[src/http_date_to_epoch_parser_defines.svh]
// Assertion macros for the HTTP date parser.
// Included by the top level; depends on nothing else.
`ifndef HTTP_DATE_TO_EPOCH_PARSER_DEFINES_SVH
`define HTTP_DATE_TO_EPOCH_PARSER_DEFINES_SVH

// Same-cycle implication, disabled while reset is asserted.
`define HDE_ASSERT_IMP(label, clk, rst_n, ante, cons) \
	label: assert property (@(posedge clk) disable iff (!rst_n) (ante) |-> (cons)) \
		else $error("hde: implication check failed");

// Next-cycle implication, disabled while reset is asserted.
`define HDE_ASSERT_NXT(label, clk, rst_n, ante, cons) \
	label: assert property (@(posedge clk) disable iff (!rst_n) (ante) |=> (cons)) \
		else $error("hde: next-cycle check failed");

`endif

[src/hde_pkg.sv]
// Shared types, constants and lookup functions of the HTTP date parser.
// No dependencies; the parser modules and the testbench use this package.
`timescale 1ns / 1ps

package hde_pkg;

	localparam int NumDigits = 6;
	localparam int ValW      = 21;
	localparam int AccW      = 20;
	localparam int DcntW     = 3;
	localparam int EpochW    = 47;

	localparam int QueueDepth = 4;
	localparam int QueuePtrW  = $clog2(QueueDepth);
	localparam int QueueCntW  = $clog2(QueueDepth + 1);

	// Back-end arithmetic widths
	localparam int UW     = 21;
	localparam int QW     = 13;
	localparam int EraW   = 14;
	localparam int YoeW   = 9;
	localparam int DoyW   = 22;
	localparam int DoeW   = 23;
	localparam int DaysW  = 32;
	localparam int HmsW   = 34;
	localparam int ProdW  = 48;

	localparam int YearOffset   = 1048800;  // multiple of 400, keeps the year positive
	localparam int EraOffset    = YearOffset / 400;
	localparam int RecipDiv25   = 167773;   // ceil(2^22 / 25)
	localparam int RecipShift   = 22;
	localparam int DaysPerEra   = 146097;
	localparam int CivilShift   = 719468;
	localparam int SecPerDay    = 86400;
	localparam int SecPerHour   = 3600;
	localparam int SecPerMinute = 60;

	localparam logic [7:0] CharNul   = 8'h00;
	localparam logic [7:0] CharTab   = 8'h09;
	localparam logic [7:0] CharCr    = 8'h0D;
	localparam logic [7:0] CharSpace = 8'h20;
	localparam logic [7:0] CharPlus  = 8'h2B;
	localparam logic [7:0] CharMinus = 8'h2D;
	localparam logic [7:0] CharZero  = 8'h30;
	localparam logic [7:0] CharNine  = 8'h39;
	localparam logic [7:0] CharColon = 8'h3A;

	localparam logic [23:0] MonthNames [12] = '{
		"Jan", "Feb", "Mar", "Apr", "May", "Jun",
		"Jul", "Aug", "Sep", "Oct", "Nov", "Dec"
	};

	// First day of each March-based month within the year
	localparam logic [8:0] DoyBase [12] = '{
		9'd0, 9'd31, 9'd61, 9'd92, 9'd122, 9'd153,
		9'd184, 9'd214, 9'd245, 9'd275, 9'd306, 9'd337
	};

	typedef enum logic [3:0] {
		PH_SKIP,
		PH_DAY,
		PH_MONWS,
		PH_MON,
		PH_YEAR,
		PH_HOUR,
		PH_MIN,
		PH_SEC,
		PH_DONE
	} phase_t;

	typedef struct packed {
		logic                   ok;
		logic [3:0]             month;
		logic signed [ValW-1:0] year;
		logic signed [ValW-1:0] day;
		logic signed [ValW-1:0] hour;
		logic signed [ValW-1:0] minute;
		logic signed [ValW-1:0] second;
	} date_rec_t;

	typedef struct packed {
		logic full;
		logic empty;
	} qstat_t;

	function automatic logic is_ws(input logic [7:0] c);
		return (c == CharSpace) || (c >= CharTab && c <= CharCr);
	endfunction

	function automatic logic [3:0] month_index(input logic [23:0] w);
		logic [3:0] idx;
		idx = '0;
		for (int k = 0; k < 12; k++) begin
			if (w == MonthNames[k]) begin
				idx = 4'(k + 1);
			end
		end
		return idx;
	endfunction

endpackage

[src/hde_in_if.sv]
// Text channel: one header byte per transfer with an end marker.
// Depends on nothing.
`timescale 1ns / 1ps

interface hde_in_if;
	logic       valid;
	logic       ready;
	logic [7:0] text_char;
	logic       last_char;

	modport source (output valid, output text_char, output last_char, input ready);
	modport sink (input valid, input text_char, input last_char, output ready);
endinterface

[src/hde_out_if.sv]
// Result channel: epoch seconds and a parse-valid flag.
// Depends on nothing.
`timescale 1ns / 1ps

interface hde_out_if;
	logic                     valid;
	logic                     ready;
	logic signed [46:0]       epoch_seconds;
	logic                     date_valid;

	modport source (output valid, output epoch_seconds, output date_valid, input ready);
	modport sink (input valid, input epoch_seconds, input date_valid, output ready);
endinterface

[src/hde_front.sv]
// Character parser: walks the date text one byte per cycle while the queue has room
// and emits a parsed field record on the final byte. Depends on hde_pkg and hde_in_if.
`timescale 1ns / 1ps

module hde_front
	import hde_pkg::*;
(
	input  logic      clk,
	input  logic      arst_n,
	hde_in_if.sink    text,
	input  logic      queue_full,
	output logic      push,
	output date_rec_t push_rec
);

	phase_t                 phase_q, n_phase;
	logic                   neg_q, n_neg;
	logic                   sign_q, n_sign;
	logic [DcntW-1:0]       dcnt_q, n_dcnt;
	logic [AccW-1:0]        acc_q, n_acc;
	logic signed [ValW-1:0] day_q, n_day;
	logic signed [ValW-1:0] year_q, n_year;
	logic signed [ValW-1:0] hour_q, n_hour;
	logic signed [ValW-1:0] min_q, n_min;
	logic [15:0]            letters_q, n_letters;
	logic [3:0]             month_q, n_month;
	logic                   failed_q, n_failed;

	logic                   xfer;
	logic [7:0]             ch;
	logic                   is_digit;
	logic                   ws;
	logic [3:0]             dval;
	logic [3:0]             midx;
	logic signed [ValW-1:0] num_val;

	assign ch       = text.text_char;
	assign is_digit = (ch >= CharZero) && (ch <= CharNine);
	assign ws       = is_ws(ch);
	assign dval     = 4'(ch - CharZero);
	assign midx     = month_index({letters_q, ch});
	assign num_val  = neg_q ? -$signed({1'b0, acc_q}) : $signed({1'b0, acc_q});
	assign xfer     = text.valid && text.ready;

	// Next-state logic
	always_comb begin
		n_phase   = phase_q;
		n_neg     = neg_q;
		n_sign    = sign_q;
		n_dcnt    = dcnt_q;
		n_acc     = acc_q;
		n_day     = day_q;
		n_year    = year_q;
		n_hour    = hour_q;
		n_min     = min_q;
		n_letters = letters_q;
		n_month   = month_q;
		n_failed  = failed_q;
		if (!failed_q && phase_q != PH_DONE) begin
			if (ch == CharNul) begin
				// text ends here: only a seconds field with digits completes it
				if (!(phase_q == PH_SEC && dcnt_q != '0)) begin
					n_failed = 1'b1;
				end
				n_phase = PH_DONE;
			end else begin
				case (phase_q)
					PH_SKIP: begin
						if (ch == CharSpace) begin
							n_phase = PH_DAY;
						end
					end
					PH_DAY, PH_YEAR, PH_HOUR, PH_MIN, PH_SEC: begin
						if (dcnt_q == '0) begin
							if (is_digit) begin
								n_dcnt = DcntW'(1);
								n_acc  = AccW'(dval);
							end else if (!sign_q && ws) begin
								n_sign = sign_q;
							end else if (!sign_q && (ch == CharPlus || ch == CharMinus)) begin
								n_sign = 1'b1;
								n_neg  = (ch == CharMinus);
							end else begin
								n_failed = 1'b1;
								n_phase  = PH_DONE;
							end
						end else if (is_digit) begin
							if (dcnt_q >= DcntW'(NumDigits)) begin
								n_failed = 1'b1;
								n_phase  = PH_DONE;
							end else begin
								n_acc  = (acc_q << 3) + (acc_q << 1) + AccW'(dval);
								n_dcnt = dcnt_q + DcntW'(1);
							end
						end else begin
							// number ends at this byte; handle the byte in the next field
							n_neg  = 1'b0;
							n_sign = 1'b0;
							n_dcnt = '0;
							n_acc  = '0;
							case (phase_q)
								PH_SEC: begin
									n_neg   = neg_q;
									n_dcnt  = dcnt_q;
									n_acc   = acc_q;
									n_phase = PH_DONE;
								end
								PH_DAY: begin
									n_day = num_val;
									if (ws) begin
										n_phase = PH_MONWS;
									end else begin
										n_letters = {8'h00, ch};
										n_dcnt    = DcntW'(1);
										n_phase   = PH_MON;
									end
								end
								PH_YEAR: begin
									n_year  = num_val;
									n_phase = PH_HOUR;
									if (ch == CharPlus || ch == CharMinus) begin
										n_sign = 1'b1;
										n_neg  = (ch == CharMinus);
									end else if (!ws) begin
										n_failed = 1'b1;
										n_phase  = PH_DONE;
									end
								end
								PH_HOUR: begin
									n_hour = num_val;
									if (ch == CharColon) begin
										n_phase = PH_MIN;
									end else begin
										n_failed = 1'b1;
										n_phase  = PH_DONE;
									end
								end
								PH_MIN: begin
									n_min = num_val;
									if (ch == CharColon) begin
										n_phase = PH_SEC;
									end else begin
										n_failed = 1'b1;
										n_phase  = PH_DONE;
									end
								end
								default: begin
									n_phase = phase_q;
								end
							endcase
						end
					end
					PH_MONWS: begin
						if (!ws) begin
							n_letters = {8'h00, ch};
							n_dcnt    = DcntW'(1);
							n_phase   = PH_MON;
						end
					end
					PH_MON: begin
						if (ws) begin
							n_failed = 1'b1;
							n_phase  = PH_DONE;
						end else if (dcnt_q >= DcntW'(2)) begin
							if (midx == '0) begin
								n_failed = 1'b1;
								n_phase  = PH_DONE;
							end else begin
								n_month = midx;
								n_phase = PH_YEAR;
								n_dcnt  = '0;
							end
						end else begin
							n_letters = {letters_q[7:0], ch};
							n_dcnt    = dcnt_q + DcntW'(1);
						end
					end
					default: begin
						n_phase = phase_q;
					end
				endcase
			end
		end
	end

	// Outputs
	always_comb begin
		text.ready      = !queue_full;
		push            = xfer && text.last_char;
		push_rec.ok     = !n_failed && (n_phase == PH_DONE ||
			(n_phase == PH_SEC && n_dcnt != '0));
		push_rec.month  = n_month;
		push_rec.year   = n_year;
		push_rec.day    = n_day;
		push_rec.hour   = n_hour;
		push_rec.minute = n_min;
		push_rec.second = n_neg ? -$signed({1'b0, n_acc}) : $signed({1'b0, n_acc});
	end

	always_ff @(posedge clk or negedge arst_n) begin
		if (!arst_n) begin
			phase_q   <= PH_SKIP;
			neg_q     <= 1'b0;
			sign_q    <= 1'b0;
			dcnt_q    <= '0;
			acc_q     <= '0;
			day_q     <= '0;
			year_q    <= '0;
			hour_q    <= '0;
			min_q     <= '0;
			letters_q <= '0;
			month_q   <= '0;
			failed_q  <= 1'b0;
		end else if (xfer) begin
			if (text.last_char) begin
				// header done: start over for the next one
				phase_q   <= PH_SKIP;
				neg_q     <= 1'b0;
				sign_q    <= 1'b0;
				dcnt_q    <= '0;
				acc_q     <= '0;
				day_q     <= '0;
				year_q    <= '0;
				hour_q    <= '0;
				min_q     <= '0;
				letters_q <= '0;
				month_q   <= '0;
				failed_q  <= 1'b0;
			end else begin
				phase_q   <= n_phase;
				neg_q     <= n_neg;
				sign_q    <= n_sign;
				dcnt_q    <= n_dcnt;
				acc_q     <= n_acc;
				day_q     <= n_day;
				year_q    <= n_year;
				hour_q    <= n_hour;
				min_q     <= n_min;
				letters_q <= n_letters;
				month_q   <= n_month;
				failed_q  <= n_failed;
			end
		end
	end

endmodule

[src/hde_queue.sv]
// Short queue of parsed date records between parser and epoch pipeline.
// Depends on hde_pkg.
`timescale 1ns / 1ps

module hde_queue
	import hde_pkg::*;
(
	input  logic      clk,
	input  logic      arst_n,
	input  logic      push,
	input  date_rec_t push_rec,
	input  logic      pop,
	output date_rec_t pop_rec,
	output qstat_t    stat
);

	date_rec_t            mem_q [QueueDepth];
	logic [QueuePtrW-1:0] wr_ptr_q;
	logic [QueuePtrW-1:0] rd_ptr_q;
	logic [QueueCntW-1:0] cnt_q;

	always_ff @(posedge clk or negedge arst_n) begin
		if (!arst_n) begin
			wr_ptr_q <= '0;
			rd_ptr_q <= '0;
			cnt_q    <= '0;
		end else begin
			if (push) begin
				wr_ptr_q <= (wr_ptr_q == QueuePtrW'(QueueDepth - 1)) ? '0 :
					wr_ptr_q + QueuePtrW'(1);
			end
			if (pop) begin
				rd_ptr_q <= (rd_ptr_q == QueuePtrW'(QueueDepth - 1)) ? '0 :
					rd_ptr_q + QueuePtrW'(1);
			end
			case ({push, pop})
				2'b10:   cnt_q <= cnt_q + QueueCntW'(1);
				2'b01:   cnt_q <= cnt_q - QueueCntW'(1);
				default: cnt_q <= cnt_q;
			endcase
		end
	end

	always_ff @(posedge clk) begin
		if (push) begin
			mem_q[wr_ptr_q] <= push_rec;
		end
	end

	assign pop_rec    = mem_q[rd_ptr_q];
	assign stat.full  = (cnt_q == QueueCntW'(QueueDepth));
	assign stat.empty = (cnt_q == '0);

endmodule

[src/hde_back.sv]
// Epoch pipeline: turns a parsed date record into Unix seconds over six
// stages plus an output register. Depends on hde_pkg and hde_out_if.
`timescale 1ns / 1ps

module hde_back
	import hde_pkg::*;
(
	input  logic      clk,
	input  logic      arst_n,
	input  date_rec_t head,
	input  qstat_t    qstat,
	output logic      pop,
	hde_out_if.source result
);

	logic adv;
	logic v_s1, v_s2, v_s3, v_s4, v_s5, v_s6;
	logic ok_s1, ok_s2, ok_s3, ok_s4, ok_s5, ok_s6;
	logic out_valid_q;
	logic signed [EpochW-1:0] epoch_q;
	logic date_valid_q;

	// stage 1
	logic                   m_early;
	logic [3:0]             mp;
	logic signed [ValW-1:0] y_adj;
	logic [UW-1:0]          u_c;
	logic signed [DoyW-1:0] doy_c;
	logic signed [HmsW-1:0] hours_c, mins_c;
	logic [UW-1:0]          u_s1;
	logic signed [DoyW-1:0] doy_s1;
	logic signed [HmsW-1:0] hours_s1, mins_s1;
	logic signed [ValW-1:0] sec_s1;

	// stage 2
	logic [34:0]            qprod;
	logic signed [HmsW-1:0] hms_c;
	logic [QW-1:0]          q_s2;
	logic [UW-1:0]          u_s2;
	logic signed [DoyW-1:0] doy_s2;
	logic signed [HmsW-1:0] hms_s2;

	// stage 3
	logic [UW-1:0]          yoe_full;
	logic [YoeW-1:0]        yoe_s3;
	logic signed [EraW-1:0] era_s3;
	logic signed [DoyW-1:0] doy_s3;
	logic signed [HmsW-1:0] hms_s3;

	// stage 4
	logic [1:0]              c100;
	logic signed [DoeW-1:0]  doe_c;
	logic signed [DaysW-1:0] era_days_c;
	logic signed [DoeW-1:0]  doe_s4;
	logic signed [DaysW-1:0] era_days_s4;
	logic signed [HmsW-1:0]  hms_s4;

	// stages 5, 6 and output
	logic signed [DaysW-1:0] days_s5;
	logic signed [HmsW-1:0]  hms_s5;
	logic signed [ProdW-1:0] prod_s6;
	logic signed [HmsW-1:0]  hms_s6;
	logic signed [ProdW-1:0] total;

	// the whole pipe moves when the output register is free
	assign adv = !out_valid_q || result.ready;
	assign pop = adv && !qstat.empty;

	assign m_early = (head.month <= 4'd2);
	assign mp      = m_early ? head.month + 4'd9 : head.month - 4'd3;
	assign y_adj   = head.year - (m_early ? ValW'(1) : ValW'(0));
	assign u_c     = UW'($signed({y_adj[ValW-1], y_adj}) + (ValW + 1)'(YearOffset));
	assign doy_c   = $signed({1'b0, {(DoyW - 10){1'b0}}, DoyBase[mp]}) + DoyW'(head.day) -
		DoyW'(1);
	assign hours_c = HmsW'(head.hour) * HmsW'(SecPerHour);
	assign mins_c  = HmsW'(head.minute) * HmsW'(SecPerMinute);

	// floor(u / 400) as (u >> 4) / 25 by reciprocal multiply
	assign qprod = 35'(u_s1[UW-1:4]) * 35'(RecipDiv25);
	assign hms_c = hours_s1 + mins_s1 + HmsW'(sec_s1);

	assign yoe_full = u_s2 - UW'(q_s2) * UW'(400);

	always_comb begin
		if (yoe_s3 >= YoeW'(300)) begin
			c100 = 2'd3;
		end else if (yoe_s3 >= YoeW'(200)) begin
			c100 = 2'd2;
		end else if (yoe_s3 >= YoeW'(100)) begin
			c100 = 2'd1;
		end else begin
			c100 = 2'd0;
		end
	end

	assign doe_c = DoeW'($signed({1'b0, yoe_s3})) * DoeW'(365) +
		DoeW'($signed({1'b0, yoe_s3[YoeW-1:2]})) - DoeW'($signed({1'b0, c100})) +
		DoeW'(doy_s3);
	assign era_days_c = DaysW'(era_s3) * DaysW'(DaysPerEra);
	assign total      = prod_s6 + ProdW'(hms_s6);

	always_ff @(posedge clk or negedge arst_n) begin
		if (!arst_n) begin
			v_s1        <= 1'b0;
			v_s2        <= 1'b0;
			v_s3        <= 1'b0;
			v_s4        <= 1'b0;
			v_s5        <= 1'b0;
			v_s6        <= 1'b0;
			out_valid_q <= 1'b0;
		end else if (adv) begin
			v_s1        <= !qstat.empty;
			v_s2        <= v_s1;
			v_s3        <= v_s2;
			v_s4        <= v_s3;
			v_s5        <= v_s4;
			v_s6        <= v_s5;
			out_valid_q <= v_s6;
		end
	end

	always_ff @(posedge clk) begin
		if (adv) begin
			ok_s1    <= head.ok;
			u_s1     <= u_c;
			doy_s1   <= doy_c;
			hours_s1 <= hours_c;
			mins_s1  <= mins_c;
			sec_s1   <= head.second;

			ok_s2  <= ok_s1;
			q_s2   <= qprod[34:RecipShift];
			u_s2   <= u_s1;
			doy_s2 <= doy_s1;
			hms_s2 <= hms_c;

			ok_s3  <= ok_s2;
			yoe_s3 <= yoe_full[YoeW-1:0];
			era_s3 <= $signed({1'b0, q_s2}) - EraW'(EraOffset);
			doy_s3 <= doy_s2;
			hms_s3 <= hms_s2;

			ok_s4       <= ok_s3;
			doe_s4      <= doe_c;
			era_days_s4 <= era_days_c;
			hms_s4      <= hms_s3;

			ok_s5   <= ok_s4;
			days_s5 <= era_days_s4 + DaysW'(doe_s4) - DaysW'(CivilShift);
			hms_s5  <= hms_s4;

			ok_s6   <= ok_s5;
			prod_s6 <= ProdW'(days_s5) * ProdW'(SecPerDay);
			hms_s6  <= hms_s5;

			// a failed parse reports zero seconds
			epoch_q      <= ok_s6 ? total[EpochW-1:0] : '0;
			date_valid_q <= ok_s6;
		end
	end

	assign result.valid         = out_valid_q;
	assign result.epoch_seconds = epoch_q;
	assign result.date_valid    = date_valid_q;

endmodule

[src/http_date_to_epoch_parser.sv]
// HTTP Date header to Unix epoch: one text byte per cycle while the record
// queue has room. A record passes through the parser, the record queue,
// six arithmetic stages and the output register on its way to a result.
// Throughput: up to one byte per cycle in and up to one result per cycle out.
// The 4-entry record queue lets the parser keep going while results stall.
// arst_n clears parser state, queue and pipeline valids at once.
`timescale 1ns / 1ps
`include "http_date_to_epoch_parser_defines.svh"

module http_date_to_epoch_parser
	import hde_pkg::*;
(
	input  logic      clk,
	input  logic      arst_n,
	hde_in_if.sink    text,
	hde_out_if.source result
);

	logic      push;
	logic      pop;
	date_rec_t push_rec;
	date_rec_t head;
	qstat_t    qstat;

	hde_front u_front (
		.clk        (clk),
		.arst_n     (arst_n),
		.text       (text),
		.queue_full (qstat.full),
		.push       (push),
		.push_rec   (push_rec)
	);

	hde_queue u_queue (
		.clk      (clk),
		.arst_n   (arst_n),
		.push     (push),
		.push_rec (push_rec),
		.pop      (pop),
		.pop_rec  (head),
		.stat     (qstat)
	);

	hde_back u_back (
		.clk    (clk),
		.arst_n (arst_n),
		.head   (head),
		.qstat  (qstat),
		.pop    (pop),
		.result (result)
	);

	`HDE_ASSERT_IMP(a_fail_gives_zero, clk, arst_n, (result.valid && !result.date_valid), (result.epoch_seconds == '0))
	`HDE_ASSERT_IMP(a_pop_needs_entry, clk, arst_n, pop, !qstat.empty)
	`HDE_ASSERT_NXT(a_last_queues_record, clk, arst_n, (text.valid && text.ready && text.last_char), !qstat.empty)

endmodule

[src/flat_wrapper.sv]
// flat-port wrapper written by rule: the top's interface ports become plain ports
module http_date_to_epoch_parser_flat import hde_pkg::*;
  (clk, arst_n, text_valid, text_text_char, text_last_char, text_ready, result_valid, result_epoch_seconds, result_date_valid, result_ready);
  hde_in_if text_i ();
  hde_out_if result_i ();
  input  logic clk;
  input  logic arst_n;
  input wire logic [$bits(text_i.valid)-1:0] text_valid;
  input wire logic [$bits(text_i.text_char)-1:0] text_text_char;
  input wire logic [$bits(text_i.last_char)-1:0] text_last_char;
  output wire logic [$bits(text_i.ready)-1:0] text_ready;
  output wire logic [$bits(result_i.valid)-1:0] result_valid;
  output wire logic [$bits(result_i.epoch_seconds)-1:0] result_epoch_seconds;
  output wire logic [$bits(result_i.date_valid)-1:0] result_date_valid;
  input wire logic [$bits(result_i.ready)-1:0] result_ready;
  assign text_i.valid = text_valid;
  assign text_i.text_char = text_text_char;
  assign text_i.last_char = text_last_char;
  assign text_ready = text_i.ready;
  assign result_valid = result_i.valid;
  assign result_epoch_seconds = result_i.epoch_seconds;
  assign result_date_valid = result_i.date_valid;
  assign result_i.ready = result_ready;
  http_date_to_epoch_parser u_core (.clk(clk), .arst_n(arst_n), .text(text_i), .result(result_i));
endmodule
[config.mk]
export PLATFORM = sky130hd
export DESIGN_NAME = http_date_to_epoch_parser_flat
export DESIGN_NICKNAME = d
export VERILOG_FILES = /design/src/hde_pkg.sv /design/src/hde_in_if.sv /design/src/hde_out_if.sv /design/src/hde_front.sv /design/src/hde_queue.sv /design/src/hde_back.sv /design/src/http_date_to_epoch_parser.sv /design/src/flat_wrapper.sv
export VERILOG_INCLUDE_DIRS = /design/src /design/src/src
export SDC_FILE = /design/constraint.sdc
export NUM_CORES = 2
export LEC_CHECK = 0
export BUFFER_PORTS_ARGS = -buffer_cell sky130_fd_sc_hd__buf_2
export CAP_MARGIN = 20
export CORE_MARGIN = 4
export CORE_UTILIZATION = 30
export DETAILED_ROUTE_END_ITERATION = 8
export GPL_TIMING_DRIVEN = 0
export PLACE_DENSITY_LB_ADDON = 0.25
export SKIP_CTS_REPAIR_TIMING = 1
export SYNTH_ARGS = -nofsm -noshare
export SYNTH_HDL_FRONTEND = slang
export SYNTH_SLANG_ARGS = --single-unit
[constraint.sdc]
create_clock -name clk -period 28.5 [get_ports clk]
set_input_delay 1.425 -clock clk [delete_from_list [all_inputs] [get_ports clk]]
set_output_delay 1.425 -clock clk [all_outputs]
set_load 0.05 [all_outputs]
==> summary.md <==
| Metric | Value |
|---|---|
| Die Wd | 507 microns |
| GRT overflow | 0 |
| Vias | 45,300 |
| Largest cells by area after synthesis | edfxtp_1 40%, ha_1 14%, fa_1 11% |
| Dpl hpwl | 135 mm |
| Buffer depth of the longest clock path | 3 |
| Cells after synthesis | 6,023 |
| Die area | 0.257 sq mm |
| Initial DRC count | 2,653 |
| Status | finished clean |
| CTS Root Cell | clkbuf_16 |
| Crit Path Class | register to register |
| CTS tree | built |
| Layout area overhead | 13.4% |
| Net count, final | approximately 7,600 |
| Vias in the first global route | 47,200 |
| Total GRT Usage | 0.137 |
| Pre-antenna DRT Iters | 6 |
| WL/cell | about 18 microns |
| First-pass GRT wire length | 274 mm |
| Mean Syn Cell Area | roughly 12 sq um |
| # setup viols final | 0 |
| RSZ-0062 raised after global routing | false |
| Synth Warn # | 0 |
| Starting Density | 0.302 |
| Gpl congestion | 0.848 |
| Io pins | 63 |
| Unique cell type count in the Yosys netlist | a little over 100 |
| # rows | 182 |
| Clock Pin Slew Worst Setup and Hold Paths | 0.06 ns |
| CP Launch Type | register |
| DR DRC count | 0 |
| Most frequent cells after synthesis | 1,000 x edfxtp_1, 979 x inv_1, 858 x ha_1 |
| Later-pin clock latency in the skew report | 0.81 ns |
| Async set-reset flop share out of synthesis | 0.129 |
| Total Neg Setup Slack | 0 ns |
| Critical Path AT | 8.92 ns |
| Max transition margin | 0.232 |
| Endpoint type of the worst setup path | register |
| H-tree levels | 4 |
| Worst Skew | 0.0550 ns |
| Fillers | 24,400 |
| Critical-path top delay cell | a211oi_1 |
| Sink Count | 1,148 |
| Cell accounting for the most synthesized area | edfxtp_1 |
| Seq/Total Area, Yosys | 0.452 |
| Worst Path Required | 28.97 ns |
| Largest net degree at the start of global routing | about 140 |
| FF+latch count, synth | 1,148 |
| Max-cap violation count | 0 |
| Cell Area, Synth | 0.0747 sq mm |
| Max stage delay on crit path | 0.62 ns |
| Vias/cell | approximately 4.7 |
| Synth Flop Type | edfxtp_1 |
| Max Slew Vio Count | 0 |
| CTS Buf Count | 134 |
| Worst-Margin Slew | about 1.1 ns |
| Core region area | ~0.25 sq mm |
| Final Cycle Share | 0.296 |
| Count leader, synth | edfxtp_1 |
| Syn Nets | 7,314 |
| Endpoints failing hold | 0 |
| Max frequency | 118 MHz |
| EDFF count, synth | 1,000 |
| Drt total wl | 174 mm |
| Final ANT Viol Nets | 0 |
| Share of layout cells above drive strength 1 | 0.0826 |
| Count of input and output buffers | 61 |
| Initial antenna violation count | 7 |
| Synth top area share | 0.402 |
| Die Y | 507 microns |
| Min Tclk post-route | 8.44 ns |
| Crit-path max FO | 8 |
| Worst min path class | register to register |
==> per-stage QoR <==
| step | util | worst slack, ns | area, sq um | hold slack, ns | instances |
|---|---|---|---|---|---|
| after floorplan | - | 15.20 | 74700 | 0.400 | 6023 |
| after global placement | 0.320 | 10.17 | 79100 | 0.402 | 9396 |
| after detailed placement | 0.323 | 19.76 | 79800 | 0.405 | 9432 |
| after CTS | 0.343 | 19.69 | 84600 | 0.403 | 9676 |
| after global routing | 0.343 | 19.37 | 84600 | 0.402 | 9684 |
| final | 0.343 | 20.06 | 84600 | 0.402 | 9686 |
==> area by class of cell <==
class                           instances  area [sq um]  area share
Multi-Input combinational cell       3789         36900       0.436
Clock buffer                          161          3500      0.0414
Timing Repair Buffer                  102          1020      0.0120
Clock inverter                         83          1200      0.0142
Tap cell                             3312          4140      0.0490
Antenna cell                            5          12.5    0.000148
Inverter                              980          3690      0.0436
Sequential cell                      1148         33700       0.399
Buffer                                106           472     0.00557
==> worst max-delay path, delay by kind of cell (launching register included) <==
family / cells / cell delay (ns)
flip-flops: 1 / 0.59
XOR/XNOR: 1 / 0.22
adder cells (fa/ha/maj): 8 / 2.38
AO/OA/AOI/OAI: 15 / 3.86
AND/OR/NAND/NOR: 3 / 0.60
buffers and inverters: 6 / 0.47
==> cells in the final DEF (no fill, tap or decap), types with 45 or more instances in the layout <==
cell type  count
a21oi_1      281
inv_1        978
clkbuf_1      97
nand3_1       75
dfrtp_1      148
ha_1         858
xnor2_1      242
mux4_2       110
a21o_1       116
clkbuf_16    134
fa_1         420
nand2_1      242
a22o_1       103
buf_2         74
nor2_1       283
edfxtp_1    1000
o21ai_0      189
xor2_1        95
nor3_1        87
a31oi_1       45
==> logic make-up after synthesis <==
kind of cell               synth area share
buffers and inverters                0.0555
xor gates and xnor gates             0.0405
and+or+nand+nor                      0.0641
DFF                                   0.452
AOI/OAI and AO/OA                    0.0949
adders and majority gates             0.256
muxes                                0.0367
==> worst paths after layout <==
| check | slack, ns | end | from | cells past startpoint |
|---|---|---|---|---|
| min in group asynchronous | 0.61 | u_core.u_front.min_q[4] | arst_n | 1 |
| worst max-delay path | 20.06 | u_core.u_back.doe_s4[22] | u_core.u_back.yoe_s3[4] | 33 |
| worst min-delay path | 0.40 | u_core.u_back.hms_s5[10] | u_core.u_back.hms_s4[10] | 0 |
| worst max register to register | 20.06 | u_core.u_back.doe_s4[22] | u_core.u_back.yoe_s3[4] | 33 |
| worst min register to register | 0.40 | u_core.u_back.hms_s5[10] | u_core.u_back.hms_s4[10] | 0 |
| max in group asynchronous | 26.96 | u_core.u_front.year_q[3] | arst_n | 2 |
==> routing by layer <==
layer / wire length, microns / global-route usage / share of wire
met1: 79000 / 0.179 / 0.45
met2: 84000 / 0.234 / 0.48
met3: 6270 / 0.0197 / 0.036
met4: 5150 / 0.0423 / 0.030
met5: 0 / 0 / 0
==> flip-flops by register name, indices dropped and copies added, names as in the netlist, 26 cells and up <==
signal and flops:
u_core.u_back.hms_s4 34, u_core.u_back.era_days_s4 32, u_core.u_back.prod_s6 40, u_core.u_back.hms_s2 34
u_core.u_back.hms_s5 34, u_core.u_back.hms_s3 34, u_core.u_back.mins_s1 26, u_core.u_back.hms_s6 34
u_core.u_back.days_s5 32, u_core.u_back.hours_s1 30, u_core.u_back.result.epoch_seconds 47, u_core.u_queue.mem_q 440
Power is not shown: default switching activity piles up to over one toggle a cycle in this logic, so the estimate is an artifact.
